$ cat src/hdl/lcg48_pkg.sv
`default_nettype none
// ----------------------------------------------------------------------------
// lcg48_pkg
// Shared types, constants and helpers of the 48-bit LCG bounded random core.
// ----------------------------------------------------------------------------
package lcg48_pkg;

  localparam int unsigned DEFAULT_QUEUE_DEPTH = 2;

  localparam logic [47:0] LCG_MULT = 48'h0005_DEEC_E66D;
  localparam logic [47:0] LCG_ADD  = 48'h0000_0000_000B;

  // multiplier split into two 24-bit halves for the partial products
  localparam logic [23:0] MULT_LO = LCG_MULT[23:0];
  localparam logic [23:0] MULT_HI = LCG_MULT[47:24];

  localparam logic [4:0]  DIV_LAST = 5'd30;

  typedef enum logic [1:0] {
    CLS_NONPOS,
    CLS_POW2,
    CLS_GENERAL
  } req_cls_t;

  typedef struct packed {
    req_cls_t    cls;
    logic [30:0] bound;
  } req_t;

  typedef struct packed {
    logic        load;
    logic [47:0] state;
  } seed_load_t;

  typedef enum logic [2:0] {
    BK_IDLE,
    BK_MUL,
    BK_SCALE,
    BK_DIV,
    BK_CHECK,
    BK_FIN
  } back_state_t;

  // sign-extend seed and scramble with the multiplier
  function automatic logic [47:0] scramble_seed(input logic [31:0] seed);
    return {{16{seed[31]}}, seed} ^ LCG_MULT;
  endfunction

endpackage
`default_nettype wire

$ cat src/hdl/lcg48_if.sv
`default_nettype none
// ----------------------------------------------------------------------------
// lcg48 channel interfaces
// Valid/ready channels for requests and results of the random core.
// ----------------------------------------------------------------------------
interface lcg48_in_if;
  logic               valid;
  logic               ready;
  logic signed [31:0] upper_bound;

  modport source (output valid, output upper_bound, input ready);
  modport sink   (input valid, input upper_bound, output ready);
endinterface

interface lcg48_out_if;
  logic        valid;
  logic        ready;
  logic [30:0] random_value;

  modport source (output valid, output random_value, input ready);
  modport sink   (input valid, input random_value, output ready);
endinterface
`default_nettype wire

$ cat src/hdl/lcg48_front.sv
`default_nettype none
// ----------------------------------------------------------------------------
// lcg48_front
// Accept requests and classify the bound for the back end.
// ----------------------------------------------------------------------------
module lcg48_front import lcg48_pkg::*; (
  lcg48_in_if.sink in_req,
  input  logic     q_full,
  output logic     q_push,
  output req_t     q_entry
);

  logic [31:0] bound;
  logic [31:0] lowest;

  assign bound  = in_req.upper_bound;
  assign lowest = bound & (~bound + 32'd1);

  assign in_req.ready = !q_full;
  assign q_push       = in_req.valid && !q_full;

  always_comb begin
    q_entry.bound = bound[30:0];
    if (bound[31] || (bound == 32'd0)) begin
      q_entry.cls = CLS_NONPOS;
    end else if (lowest == bound) begin
      q_entry.cls = CLS_POW2;
    end else begin
      q_entry.cls = CLS_GENERAL;
    end
  end

endmodule
`default_nettype wire

$ cat src/hdl/lcg48_queue.sv
`default_nettype none
// ----------------------------------------------------------------------------
// lcg48_queue
// Small FIFO of classified requests between front and back end.
// ----------------------------------------------------------------------------
module lcg48_queue import lcg48_pkg::*; #(
  parameter int unsigned DEPTH = DEFAULT_QUEUE_DEPTH
) (
  input  logic clk,
  input  logic rst_n,
  input  logic push,
  input  req_t wr_data,
  output logic full,
  input  logic pop,
  output logic empty,
  output req_t rd_data
);

  localparam int unsigned PTR_W = (DEPTH > 1) ? $clog2(DEPTH) : 1;
  localparam int unsigned CNT_W = $clog2(DEPTH + 1);

  req_t             mem_r [DEPTH];
  logic [PTR_W-1:0] wr_ptr_r, wr_ptr_nxt;
  logic [PTR_W-1:0] rd_ptr_r, rd_ptr_nxt;
  logic [CNT_W-1:0] cnt_r, cnt_nxt;

  assign full    = (cnt_r == CNT_W'(DEPTH));
  assign empty   = (cnt_r == '0);
  assign rd_data = mem_r[rd_ptr_r];

  always_comb begin
    wr_ptr_nxt = wr_ptr_r;
    rd_ptr_nxt = rd_ptr_r;
    cnt_nxt    = cnt_r;
    if (push) begin
      wr_ptr_nxt = (wr_ptr_r == PTR_W'(DEPTH - 1)) ? '0 : wr_ptr_r + 1'b1;
    end
    if (pop) begin
      rd_ptr_nxt = (rd_ptr_r == PTR_W'(DEPTH - 1)) ? '0 : rd_ptr_r + 1'b1;
    end
    if (push && !pop) begin
      cnt_nxt = cnt_r + 1'b1;
    end else if (pop && !push) begin
      cnt_nxt = cnt_r - 1'b1;
    end
  end

  always_ff @(posedge clk) begin
    if (!rst_n) begin
      wr_ptr_r <= '0;
      rd_ptr_r <= '0;
      cnt_r    <= '0;
    end else begin
      wr_ptr_r <= wr_ptr_nxt;
      rd_ptr_r <= rd_ptr_nxt;
      cnt_r    <= cnt_nxt;
    end
  end

  always_ff @(posedge clk) begin
    if (push) begin
      mem_r[wr_ptr_r] <= wr_data;
    end
  end

  a_no_pop_empty: assert property (@(posedge clk) disable iff (!rst_n)
    pop |-> !empty) else $error("queue popped while empty");

endmodule
`default_nettype wire

$ cat src/hdl/lcg48_back.sv
`default_nettype none
// ----------------------------------------------------------------------------
// lcg48_back
// Draw sequencer: split LCG multiply, power-of-two scaling or bit-serial modulo, rejection, result.
// ----------------------------------------------------------------------------
module lcg48_back import lcg48_pkg::*; (
  input  logic        clk,
  input  logic        rst_n,
  input  seed_load_t  seed,
  input  logic        q_empty,
  input  req_t        q_head,
  output logic        q_pop,
  lcg48_out_if.source out_res
);

  back_state_t state_r, state_nxt;

  logic [47:0] lcg_state_r, lcg_state_nxt;
  logic [47:0] acc_r, acc_nxt;
  logic [47:0] prod_r, prod_nxt;
  logic [1:0]  step_r, step_nxt;
  req_t        req_r, req_nxt;
  logic [30:0] draw_r, draw_nxt;
  logic [30:0] div_q_r, div_q_nxt;
  logic [30:0] rem_r, rem_nxt;
  logic [4:0]  div_cnt_r, div_cnt_nxt;
  logic [61:0] scale_r, scale_nxt;
  logic        out_valid_r, out_valid_nxt;
  logic [30:0] out_value_r, out_value_nxt;

  logic [23:0] mul_a, mul_b;
  logic [47:0] mul_p, add_term, acc_sum;
  logic [61:0] scale_p;
  logic [31:0] div_shift;
  logic [32:0] div_diff;
  logic [31:0] reject_sum;
  logic        reject;
  logic        out_free;
  logic [30:0] fin_value;

  assign mul_a    = (step_r == 2'd2) ? lcg_state_r[47:24] : lcg_state_r[23:0];
  assign mul_b    = (step_r == 2'd1) ? MULT_HI : MULT_LO;
  assign mul_p    = mul_a * mul_b;
  // low partial product adds in place, cross products sit 24 bits up
  assign add_term = (step_r == 2'd1) ? prod_r : {prod_r[23:0], 24'd0};
  assign acc_sum  = acc_r + add_term;

  assign scale_p  = req_r.bound * draw_r;

  assign div_shift = {rem_r, div_q_r[30]};
  assign div_diff  = {1'b0, div_shift} - {2'b00, req_r.bound};

  assign reject_sum = {1'b0, draw_r} - {1'b0, rem_r} + {1'b0, req_r.bound} - 32'd1;
  assign reject     = reject_sum[31];

  assign out_free = !out_valid_r || out_res.ready;

  always_comb begin
    case (req_r.cls)
      CLS_POW2:    fin_value = scale_r[61:31] + 31'd1;
      CLS_GENERAL: fin_value = rem_r + 31'd1;
      default:     fin_value = 31'd1;
    endcase
  end

  // next state
  always_comb begin
    state_nxt = state_r;
    case (state_r)
      BK_IDLE: begin
        if (!q_empty) begin
          state_nxt = (q_head.cls == CLS_NONPOS) ? BK_FIN : BK_MUL;
        end
      end
      BK_MUL: begin
        if (step_r == 2'd3) begin
          state_nxt = (req_r.cls == CLS_POW2) ? BK_SCALE : BK_DIV;
        end
      end
      BK_SCALE: state_nxt = BK_FIN;
      BK_DIV: begin
        if (div_cnt_r == DIV_LAST) begin
          state_nxt = BK_CHECK;
        end
      end
      BK_CHECK: state_nxt = reject ? BK_MUL : BK_FIN;
      BK_FIN: begin
        if (out_free) begin
          state_nxt = BK_IDLE;
        end
      end
      default: state_nxt = BK_IDLE;
    endcase
  end

  // datapath and outputs
  always_comb begin
    q_pop         = 1'b0;
    lcg_state_nxt = lcg_state_r;
    acc_nxt       = acc_r;
    prod_nxt      = prod_r;
    step_nxt      = step_r;
    req_nxt       = req_r;
    draw_nxt      = draw_r;
    div_q_nxt     = div_q_r;
    rem_nxt       = rem_r;
    div_cnt_nxt   = div_cnt_r;
    scale_nxt     = scale_r;
    out_valid_nxt = out_valid_r && !out_res.ready;
    out_value_nxt = out_value_r;

    case (state_r)
      BK_IDLE: begin
        if (!q_empty) begin
          q_pop    = 1'b1;
          req_nxt  = q_head;
          acc_nxt  = LCG_ADD;
          step_nxt = 2'd0;
        end
      end
      BK_MUL: begin
        prod_nxt = mul_p;
        step_nxt = step_r + 2'd1;
        if (step_r != 2'd0) begin
          acc_nxt = acc_sum;
        end
        if (step_r == 2'd3) begin
          lcg_state_nxt = acc_sum;
          draw_nxt      = acc_sum[47:17];
          div_q_nxt     = acc_sum[47:17];
          rem_nxt       = '0;
          div_cnt_nxt   = '0;
        end
      end
      BK_SCALE: scale_nxt = scale_p;
      BK_DIV: begin
        rem_nxt     = div_diff[32] ? div_shift[30:0] : div_diff[30:0];
        div_q_nxt   = {div_q_r[29:0], 1'b0};
        div_cnt_nxt = div_cnt_r + 5'd1;
      end
      BK_CHECK: begin
        if (reject) begin
          acc_nxt  = LCG_ADD;
          step_nxt = 2'd0;
        end
      end
      BK_FIN: begin
        if (out_free) begin
          out_valid_nxt = 1'b1;
          out_value_nxt = fin_value;
        end
      end
      default: ;
    endcase

    if (seed.load) begin
      lcg_state_nxt = seed.state;
    end
  end

  always_ff @(posedge clk) begin
    if (!rst_n) begin
      state_r     <= BK_IDLE;
      lcg_state_r <= LCG_MULT;
      out_valid_r <= 1'b0;
    end else begin
      state_r     <= state_nxt;
      lcg_state_r <= lcg_state_nxt;
      out_valid_r <= out_valid_nxt;
    end
  end

  always_ff @(posedge clk) begin
    acc_r       <= acc_nxt;
    prod_r      <= prod_nxt;
    step_r      <= step_nxt;
    req_r       <= req_nxt;
    draw_r      <= draw_nxt;
    div_q_r     <= div_q_nxt;
    rem_r       <= rem_nxt;
    div_cnt_r   <= div_cnt_nxt;
    scale_r     <= scale_nxt;
    out_value_r <= out_value_nxt;
  end

  assign out_res.valid        = out_valid_r;
  assign out_res.random_value = out_value_r;

  a_state_moves_on_draw: assert property (@(posedge clk) disable iff (!rst_n)
    !$stable(lcg_state_r) |->
      ($past(state_r == BK_MUL && step_r == 2'd3) || $past(seed.load)))
    else $error("generator state changed outside a draw or seed load");

  a_rem_below_bound: assert property (@(posedge clk) disable iff (!rst_n)
    state_r == BK_DIV |-> rem_r < req_r.bound)
    else $error("partial remainder not below bound");

  a_result_nonzero: assert property (@(posedge clk) disable iff (!rst_n)
    out_valid_r |-> out_value_r != 31'd0)
    else $error("result of zero presented");

endmodule
`default_nettype wire

$ cat src/hdl/lcg48_bounded_random_core.sv
`default_nettype none
// Request path: a bound of zero or less skips the generator, a power of two scales one draw,
//   and any other bound reduces a draw and redraws after each rejection (each such draw is a
//   split multiply, a bit-serial modulo and one rejection check).
// Sequencing: one request at a time in the draw sequencer; a QUEUE_DEPTH queue buffers input.
//   The sequencer holds each finished result until the output register is free.
// Reset: rst_n synchronous active low; seed register 0, generator state 0x5DEECE66D.
// ----------------------------------------------------------------------------
// lcg48_bounded_random_core
// Bounded random integer generator on a 48-bit linear congruential generator.
// ----------------------------------------------------------------------------
module lcg48_bounded_random_core import lcg48_pkg::*; #(
  parameter int unsigned QUEUE_DEPTH = DEFAULT_QUEUE_DEPTH
) (
  input  logic        clk,
  input  logic        rst_n,
  lcg48_in_if.sink    in_req,
  lcg48_out_if.source out_res,
  input  logic        psel,
  input  logic        penable,
  input  logic        pwrite,
  input  logic [1:0]  paddr,
  input  logic [31:0] pwdata,
  output logic [31:0] prdata,
  output logic        pready
);

  // Front end: classify each request (nonpositive, power of two, general)
  // and push it into the queue; ready simply reflects queue space.
  logic q_push, q_full, q_pop, q_empty;
  req_t q_wr, q_head;

  lcg48_front u_front (
    .in_req  (in_req),
    .q_full  (q_full),
    .q_push  (q_push),
    .q_entry (q_wr)
  );

  lcg48_queue #(
    .DEPTH (QUEUE_DEPTH)
  ) u_queue (
    .clk     (clk),
    .rst_n   (rst_n),
    .push    (q_push),
    .wr_data (q_wr),
    .full    (q_full),
    .pop     (q_pop),
    .empty   (q_empty),
    .rd_data (q_head)
  );

  // Configuration: one register, the seed. The only register sits at
  // offset zero and the address bits are not decoded, so every
  // completed write lands on it. A write reloads the generator state with the
  // sign-extended seed XORed with the multiplier.
  logic [31:0] seed_value_r, seed_value_nxt;
  logic        cfg_wr;
  seed_load_t  seed;

  assign pready = 1'b1;
  assign cfg_wr = psel && penable && pwrite && (paddr[1:0] == paddr[1:0]);
  assign prdata = seed_value_r;

  assign seed_value_nxt = cfg_wr ? pwdata : seed_value_r;
  assign seed.load      = cfg_wr;
  assign seed.state     = scramble_seed(pwdata);

  always_ff @(posedge clk) begin
    if (!rst_n) begin
      seed_value_r <= '0;
    end else begin
      seed_value_r <= seed_value_nxt;
    end
  end

  // Back end: pop a request, advance the generator, reduce the draw, reject
  // and redraw where needed, and hold the result in the output register.
  lcg48_back u_back (
    .clk     (clk),
    .rst_n   (rst_n),
    .seed    (seed),
    .q_empty (q_empty),
    .q_head  (q_head),
    .q_pop   (q_pop),
    .out_res (out_res)
  );

endmodule
`default_nettype wire

$ cat src/flat_wrapper.sv
// flat-port wrapper written by rule: the top's interface ports become plain ports
module lcg48_bounded_random_core_flat import lcg48_pkg::*;
#(
  parameter int unsigned QUEUE_DEPTH = DEFAULT_QUEUE_DEPTH
)
  (clk, rst_n, psel, penable, pwrite, paddr, pwdata, prdata, pready, in_req_valid, in_req_upper_bound, in_req_ready, out_res_valid, out_res_random_value, out_res_ready);
  lcg48_in_if in_req_i ();
  lcg48_out_if out_res_i ();
  input  logic clk;
  input  logic rst_n;
  input  logic psel;
  input  logic penable;
  input  logic pwrite;
  input  logic [1:0] paddr;
  input  logic [31:0] pwdata;
  output logic [31:0] prdata;
  output logic pready;
  input wire logic [$bits(in_req_i.valid)-1:0] in_req_valid;
  input wire logic [$bits(in_req_i.upper_bound)-1:0] in_req_upper_bound;
  output wire logic [$bits(in_req_i.ready)-1:0] in_req_ready;
  output wire logic [$bits(out_res_i.valid)-1:0] out_res_valid;
  output wire logic [$bits(out_res_i.random_value)-1:0] out_res_random_value;
  input wire logic [$bits(out_res_i.ready)-1:0] out_res_ready;
  assign in_req_i.valid = in_req_valid;
  assign in_req_i.upper_bound = in_req_upper_bound;
  assign in_req_ready = in_req_i.ready;
  assign out_res_valid = out_res_i.valid;
  assign out_res_random_value = out_res_i.random_value;
  assign out_res_i.ready = out_res_ready;
  lcg48_bounded_random_core #(.QUEUE_DEPTH(QUEUE_DEPTH)) u_core (.clk(clk), .rst_n(rst_n), .in_req(in_req_i), .out_res(out_res_i), .psel(psel), .penable(penable), .pwrite(pwrite), .paddr(paddr), .pwdata(pwdata), .prdata(prdata), .pready(pready));
endmodule
$ cat config.mk
export PLATFORM = sky130hd
export DESIGN_NAME = lcg48_bounded_random_core_flat
export DESIGN_NICKNAME = d
export VERILOG_FILES = /design/src/hdl/lcg48_pkg.sv /design/src/hdl/lcg48_if.sv /design/src/hdl/lcg48_front.sv /design/src/hdl/lcg48_queue.sv /design/src/hdl/lcg48_back.sv /design/src/hdl/lcg48_bounded_random_core.sv /design/src/flat_wrapper.sv
export SDC_FILE = /design/constraint.sdc
export NUM_CORES = 2
export LEC_CHECK = 0
export BUFFER_PORTS_ARGS = -buffer_cell sky130_fd_sc_hd__buf_2
export CAP_MARGIN = 5
export CORE_MARGIN = 5
export CORE_UTILIZATION = 60
export CTS_CLUSTER_SIZE = 12
export DETAILED_ROUTE_END_ITERATION = 10
export GPL_ROUTABILITY_DRIVEN = 0
export PLACE_DENSITY_LB_ADDON = 0.08
export SYNTH_ARGS = -nofsm -noshare
export SYNTH_HDL_FRONTEND = slang
export SYNTH_SLANG_ARGS = --single-unit
export TNS_END_PERCENT = 100
$ cat constraint.sdc
create_clock -name clk -period 17.8 [get_ports clk]
set_clock_uncertainty 0.05 [all_clocks]
set_input_delay 3.56 -clock clk [delete_from_list [all_inputs] [get_ports clk]]
set_output_delay 3.56 -clock clk [all_outputs]
set_load 0.01 [all_outputs]
==> impl_metrics.yaml <==
yosys:
  synthMuxAreaShare_pct: 2.075
  ys_ff_latch: 446
  synth_cells: 7071
  synthSimpleGateAreaFrac_pct: 11.94
  ys_types: 85
  yosys.area_share.xor_xnor_pct: 2.349
  yosys_warnings: 0
  avgSynthCellArea_um2: 9.491
  synth_fa_ha_area_share_pct: 47.57
  synth_largest_area_cell: "fa_1"
  synth_top_area_share_pct: 35.91
  synth_top_family_by_area: "adder cells"
  synth-edff-count: 357
  synthArstFlopShare_pct: 0
  synth_compound_area_share_pct: 7.081
  yosysSeqAreaShare_pct: 18.63
  yosys_most_used_dff: "edfxtp_1"
  syn-cell-area_um2: 67110
  synthTopCellsByArea: "fa_1 36%, edfxtp_1 16%, ha_1 12%, inv_1 8.5%, nand2_1 4.8%"
grt:
  grt_pass1_wl_um: 301000
  antenna_found_initial: 1
  grt_overflow: 0
  grt_max_degree: 81
  track_usage_pct: 33.50
  grt_pass1_vias: 51810
worst_hold_path:
  hold_depth: 2
  hold_path.class: "flop to flop"
worst_setup_path:
  slowest_delay_ns: 0.72
  cp-end-kind: "flop"
  rr_worst_depth: 30
  arrival_ns: 9.85
  cp_data_required_time_ns: 18.18
  worstSetupPathType: "flop to flop"
  worstSetupStartpointType: "flop"
  crit_path_top_delay_cell: "nor4bb_1"
  cp_max_fo: 24
final_layout:
  drive_gt1_share_pct: 6.403
  most-common-layout-cells: "1522 x inv_1, 1204 x fa_1, 865 x nand2_1"
  fin_nets: 8976
  fillers: 9335
  area_growth_syn_to_layout_pct: 6.163
  final_common_cell: "inv_1"
  fin_util_pct: 64.29
floorplanning:
  core_um2: 110800
  die_y_um: 344.5
  die_x_um: 344.5
  io_pins: 139
  dieArea_um2: 118600
  rows: 122
  start_util_pct: 60.56
clocking:
  numCtsBuffers: 53
  cts_tree: "done"
  ctsHoldBuffers: 0
  cts.sinks: 446
  cts_setup_buffers: 0
  clock_latency_ns: 0.66
  cts_resized: 0
  clock-root-buffer: "clkbuf_16"
  clk_path_buf_depth: 3
  clkTransAtPathRegs_ns: 0.06
  htree_levels: 2
drt:
  drc: 0
  ant_nets: 0
  vias_per_cell: 5.711
  wl_per_cell_um: 22.49
  via_count: 49180
  drt_iter0_markers: 3690
  wl_um: 193700
  drt-pass1-iter-count: 6
sta:
  setup_violations: 0
  rsz0062_at_grt: "false"
  fmax_ghz: 0.1057
  min_period_ns: 9.465
  period_share_pct: 53.17
  hold_viol: 0
  tightestPinTransition_ns: 1.134
  finalMaxSlewViolations: 0
  fin_tns_setup_ns: 0
  relSlewSlack_pct: 23.61
placed_design:
  dp_hpwl_um: 152300
  io_buffer_count: 135
job:
  cap_violations: 0
run_status:
  outcome: "complete, no violations"
-- cell type report --
cell class	instances	area, um2	area share [%]
Clock buffer	73	1514	2.125
Clock inverter	27	304.0	0.4267
Inverter	1554	5833	8.187
Antenna cell	1	2.502	0.003512
Sequential cell	446	12500	17.55
Multi-Input combinational cell	4779	47750	67.01
Tap cell	1488	1862	2.613
Timing Repair Buffer	243	1486	2.086
-- per-layer routing --
metal  vias to the layer above  GRT usage [%]  routed length [um]  part of all wire (%)
li1                      21900              -                   -                     -
met3                       578          5.827               15280                   7.9
met2                      2045          55.55               91490                    47
met1                     24650          42.32               73430                    38
met4                         0          17.81               13500                   7.0
met5                         -              0                   0                     0
-- worst max-delay path: cells and delay by family, from the launching register on --
| family | cells | cell delay (ns) |
|---|---|---|
| fa+ha+maj | 9 | 4.08 |
| simple gates | 5 | 1.49 |
| buf+inv | 9 | 1.38 |
| compound gates | 5 | 0.91 |
| mux | 1 | 0.60 |
| flops | 1 | 0.47 |
| xor+xnor | 1 | 0.29 |
-- cells in the mapped netlist (all sizes together) (98+ instances only) --
library cell / instances
a21oi: 264
edfxtp: 357
inv: 1529
xnor2: 105
nor2: 620
fa: 1204
a21o: 107
ha: 622
and2: 98
o21ai: 150
nand2: 867
clkbuf: 262
-- kinds of logic after synthesis --
group / count (synthesis)
other cells: 2
buf+inv: 1847
compound gates: 758
simple gates: 1877
flops: 446
xor+xnor: 180
fa+ha+maj: 1830
mux: 131
-- state kept, by name, summed over array words and instances (netlist names), 32 cells and up, named ones only --
signal                     flops
u_core.prdata                 32
u_core.u_back.acc_r           48
u_core.u_back.lcg_state_r     48
u_core.u_back.prod_r          48
u_core.u_back.req_r           33
u_core.u_queue.mem_r          66
-- worst paths after layout --
check / start / endpoint / slack [ns]
setup / recovery: u_core.u_back.step_r[0] / u_core.u_back.prod_r[47] / 8.33
hold / removal: u_core.prdata[25] / u_core.prdata[25] / 0.40
setup reg to reg: u_core.u_back.step_r[0] / u_core.u_back.prod_r[47] / 8.33
hold reg to reg: u_core.prdata[25] / u_core.prdata[25] / 0.40
-- through the flow --
stage / instances / hold WS [ns] / area (um2) / setup WS, ns
finish: 8611 / 0.3997 / 71250 / 8.335
global route: 8610 / 0.4188 / 71250 / 7.926
CTS: 8610 / 0.4009 / 71250 / 8.340
detailed placement: 8510 / 0.3931 / 69430 / 8.343
global placement: 8510 / 0.3909 / 69430 / 8.356
floorplan: 7072 / 0.4050 / 67120 / 8.824
Power is not shown: default switching activity piles up to over one toggle a cycle in this logic, so the estimate is an artifact.
